## src/rtl/core/wfr_ram.sv

```systemverilog
// Generic single-port-write, registered-read RAM.
module wfr_ram #(
  parameter int WIDTH = 8,
  parameter int DEPTH = 16,
  parameter int ADDR_BITS = (DEPTH > 1) ? $clog2(DEPTH) : 1
) (
  input  logic                 clk_i,
  input  logic                 we_i,
  input  logic [ADDR_BITS-1:0] waddr_i,
  input  logic [WIDTH-1:0]     wdata_i,
  input  logic [ADDR_BITS-1:0] raddr_i,
  output logic [WIDTH-1:0]     rdata_o
);

  logic [WIDTH-1:0] mem [DEPTH];
  logic [WIDTH-1:0] rdata_q;

  always_ff @(posedge clk_i) begin
    if (we_i) begin
      mem[waddr_i] <= wdata_i;
    end
    rdata_q <= mem[raddr_i];
  end

  assign rdata_o = rdata_q;

endmodule

```

## config.mk

```make
export PLATFORM = sky130hd
export DESIGN_NAME = wfr_ram
export DESIGN_NICKNAME = d
export VERILOG_FILES = /design/src/rtl/core/wfr_ram.sv
export SDC_FILE = /design/constraint.sdc
export NUM_CORES = 1
export LEC_CHECK = 0
export ABC_AREA = 1
export BUFFER_PORTS_ARGS = -buffer_cell sky130_fd_sc_hd__buf_4
export CORE_MARGIN = 2
export CORE_UTILIZATION = 45
export CTS_CLUSTER_DIAMETER = 50
export CTS_CLUSTER_SIZE = 24
export DETAILED_ROUTE_END_ITERATION = 7
export PLACE_DENSITY = 0.68
export SLEW_MARGIN = 20
export SYNTH_ARGS = -nofsm -noshare
export SYNTH_HDL_FRONTEND = slang
export SYNTH_SLANG_ARGS = --single-unit
```

## constraint.sdc

```tcl
create_clock -name clk_i -period 1.16 [get_ports clk_i]
set_input_delay 0.232 -clock clk_i [delete_from_list [all_inputs] [get_ports clk_i]]
set_output_delay 0.232 -clock clk_i [all_outputs]
set_load 0.01 [all_outputs]
```

# After elaboration in Yosys (flattened, before gate mapping)
# Memories as Yosys holds them, arrays and structs flattened. A register that Yosys moved wholly into a read port is not among the register bits.
# Index checks and enable logic that the tools add are counted.
# W data, S select, Z words.
# word_totals
latch_bits	0
rom_bits	0
mem_count	1
mem_bits_rw	128
out_inout_bits	8
elab_cells	3
ff_bits	0
# classes
n_eq_ne	0
add_sub_neg	0
n_lt_le_gt_ge	0
muxes	2
shift	0
bitwise	0
n_div	0
n_mul	0
reduce_logical	0
# memory_table
name	depth	width	read_ports	rd_clocked_by_memory_dff	wr	line	text
mem	16	8	1	1	1	15	logic [WIDTH-1:0] mem [DEPTH];
# op_table
cell	count
$mux W1	2

# Longest topological paths before layout
# logic_depth
word_depth	2
mapped_depth	8
depth_no_buf	7

# Worst setup path before layout
# Ideal clock, no wire load.
# synth_timing
kind	input to register
startpoint	input port waddr_i[3]
endpoint	memory mem[4][0] (enable)
setup_time_ns	0.370
cell_stages	2
path_buffers	0
path_slack_ns	-0.023
arrival_time_ns	0.813
path_cell_list	nand3b_1 nor2_1
# synth_rtl
element	line	text
from (decl)	9	input logic [ADDR_BITS-1:0] waddr_i,
to (decl)	15	
# No word-level cell before the write port.

# Worst setup path after layout
# layout_timing
startpoint	register rdata_q[7], in the netlist rdata_o[7], read port of mem
endpoint	output port rdata_o[7]
# layout_rtl
element	line	text
from (decl)	16	logic [WIDTH-1:0] rdata_q;
to (decl)	12	output logic [WIDTH-1:0] rdata_o
# No word-level cell between the ends.

==> summary.md <==
| Metric | Value |
|---|---|
| Post-synthesis area per instance | `10.47 sq um` |
| Routed length per instance | `15.60 um` |
| Crit-path cells | `buf_4` |
| Final ANT Viol Nets | `0` |
| R2R depth | `6` |
| Worst skew pair latency | `410 ps` |
| Drt via density | `4.918` |
| CTS H-Tree Depth | `4` |
| Worst vdd ir | `0.001019 V` |
| Worst Tran Pin Value | `356.7 ps` |
| Area post-placement | `6271 sq um` |
| Core Util, Final | `54.74%` |
| CTS buffer count | `17` |
| Top cell family by delay on the critical path | `flip-flops` |
| EDFF count, synth | `128` |
| Fillcell total | `1,052` |
| R2r setup slk | `180 ps` |
| Placed insts | `753` |
| Via count | `3,861` |
| Synth Register Bits | `136` |
| Crit-path max FO | `1` |
| Yosys warns | `0` |
| # nets final | `618` |
| Area grow syn2layout | `19.31%` |
| HP Start | `wdata_i[3]` |
| Worst EP arrival | `860 ps` |
| CTS sink count | `136` |
| Register area share after synthesis | `69.43%` |
| FFs w/ async S/R, synth | `0%` |
| # port buffers | `25` |
| Final setup vio count | `0` |
| Synth top cells by count | `nand2_1, edfxtp_1, inv_1, nand3_1, nor2_1` |
| Switching share of power | `20.56%` |
| Critical Path Max Stage Delay | `330 ps` |
| Boundary Pins | `26` |
| Switching power total | `2.412 mW` |
| First-pass GRT wire length | `19.67 mm` |
| Number of global-route vias before repair | `3,794` |
| Grt total ovfl | `0` |
| Cells after Synth | `551` |
| Logic pwr share | `6.2%` |
| Drt initial violations | `382` |
| Setup crit end kind | `output pin` |
| Final clock skew | `5.049 ps` |
| WHS | `152.8 ps` |
| Die area | `13,740 sq um` |
| Hold WC Path Type | `primary input to flip-flop` |
| Top FF cell, synth | `edfxtp_1` |
| Max clock buf depth | `2` |
| Final WS setup | `72.94 ps` |
| Startpoint Class | `flip-flop` |
| Reg clk slew, reported paths | `60 ps` |
| CTS Hold Bufs | `0` |
| Share of the synthesized area in the top cell type | `66.65%` |
| Post-cts gate resize count | `0` |
| Sequential share of power | `47.1%` |
| Routed wire length | `12.25 mm` |
| Biggest area consumer among synthesized cells | `edfxtp_1` |
| First-pass iteration count of the detailed router | `5` |
| Lkg Pwr | `2.989 nW` |
| Clk root buf | `clkbuf_16` |
| Worst Path Buf+Inv | `1` |
| Tcrit/Tclk final | `93.71%` |
| Max_slew headroom | `76.19%` |
| Worst Hold Path EP | `mem[3][3]` |
| Hold Fails Final Rpt | `0` |
| Type of the worst setup path | `flip-flop to output pin` |
| R2r endpoint | `rdata_o[3]` |
| Pwr/cell area | `1705 nW/um^2` |
| Rows | `41` |
| Pin count of the biggest net entering global routing | `65` |
| Design area | `6880 sq um` |
| Tmin final | `1087 ps` |
| Share of layout cells above drive strength 1 | `13.70%` |
| Finished Layout Cells | `785` |
| Syn nets | `569` |
| Worst r2r src | `mem[1][3]` |
| Max-capacitance violation count | `0` |
| Dpl ws | `-98.99 ps` |
| GRT Util Overall | `19.94%` |
| Core area | `12,570 sq um` |
| DRC violations left | `0` |
| Master of the slowest instance on the critical path | `dfxtp_1` |
| Power share of the clock group | `46.7%` |
| Hpwl dp | `7.808 mm` |
| RePlAce Congestion | `0.8464` |
| TritonCTS clock tree | `done` |
| Most numerous cell in the Yosys netlist | `nand2_1` |
| Unique masters post-synth | `12` |
| Initial antenna violation count | `0` |
| Setup bufs post-CTS | `0` |
| Pins Over Slew Limit | `0` |
| Number of antenna repair diodes | `0` |
| Die Ht | `117.2 um` |
| Status | `complete, no violations` |
| Chip Width | `117.2 um` |
| RSZ-0062 raised after global routing | `no` |
| Post-Syn Area | `5767 sq um` |
| Initial core utilization | `45.88%` |
| Worst Hold Depth | `1` |
| Fmax | `919.9 MHz` |
| Int Power | `9.319 mW` |
| Synth top area cells | `edfxtp_1, nand2_1, nand3_1` |
| Required @ worst endpoint | `930 ps` |
-- placed cells by master, fill, tap and decap left out --
master | Yosys | layout
buf_12 | 0 | 4
buf_4 | 4 | 50
bufinv_16 | 0 | 4
clkbuf_1 | 0 | 1
clkbuf_16 | 0 | 17
clkinv_1 | 0 | 3
clkinv_2 | 0 | 2
clkinvlp_4 | 0 | 4
dfxtp_1 | 8 | 8
edfxtp_1 | 128 | 128
inv_1 | 100 | 100
inv_2 | 2 | 2
inv_6 | 0 | 1
nand2_1 | 173 | 173
nand3_1 | 97 | 97
nand3b_1 | 2 | 2
nor2_1 | 17 | 17
-- metrics by stage --
| step | setup TNS [ps] | power (mW) |
|---|---|---|
| final | 0 | 11.73 |
| after global routing | 0 | 12.09 |
| after CTS | 0 | 11.82 |
| after detailed placement | -4997 | 6.355 |
| after global placement | -4103 | 6.343 |
| after floorplan | -1462 | 6.025 |
-- per-layer routing --
layer	vias up	wire, um	global-route usage, %
li1	1877	-	-
met1	1823	5256	25.99
met2	131	5743	30.96
met3	30	809	4.995
met4	0	437	10.51
met5	-	0	0
-- area by class of cell --
cell class	instances	area, sq um	area share, %
flip-flops and latches	136	4004	58.19
clock inverters	14	180.2	2.619
well taps	172	215.2	3.128
multi-input cells	289	1214	17.64
clock buffers	18	429.2	6.238
inverters	102	382.9	5.565
repair buffers	54	455.4	6.619
-- flip-flops by register name, summed over array words and instances (netlist names) --
signal,count
rdata_o,8
mem,128
-- worst register-to-register path: stages (launching register included) --
cell,delay (ps)
edfxtp_1,370
inv_1,70
nand2_1,50
nand3_1,100
nand3_1,110
nand3_1,110
nand2_1,70
-- power groups by stage --
stage	Combinational (mW)	Clock (mW)	Sequential, mW
final	0.731	5.47	5.53
after global placement	0.719	0	5.62
after floorplan	0.388	0	5.64
after detailed placement	0.728	0	5.63
after CTS	0.733	5.56	5.53
after global routing	0.813	5.74	5.53
-- kinds of logic after synthesis --
family | Yosys count | synth area share, %
buffers and inverters | 126 | 9.525
DFF | 136 | 69.43
and+or+nand+nor | 289 | 21.05
-- worst max path at each step --
| stage | slack, ps | cells after the start | to | from |
|---|---|---|---|---|
| 6_report | 70 | 1 | rdata_o[7] | rdata_o[7] |
| 5_1_grt | 40 | 1 | rdata_o[7] | rdata_o[7] |
| 4_1_cts | 50 | 1 | rdata_o[7] | rdata_o[7] |
| 3_5_place_dp | -100 | 4 | mem[5][2] | waddr_i[3] |
| 3_3_place_gp | -90 | 7 | rdata_o[2] | raddr_i[0] |
| 2_1_floorplan | -20 | 2 | mem[4][0] | waddr_i[3] |
Note: power is estimated with default switching activity, not from simulation.
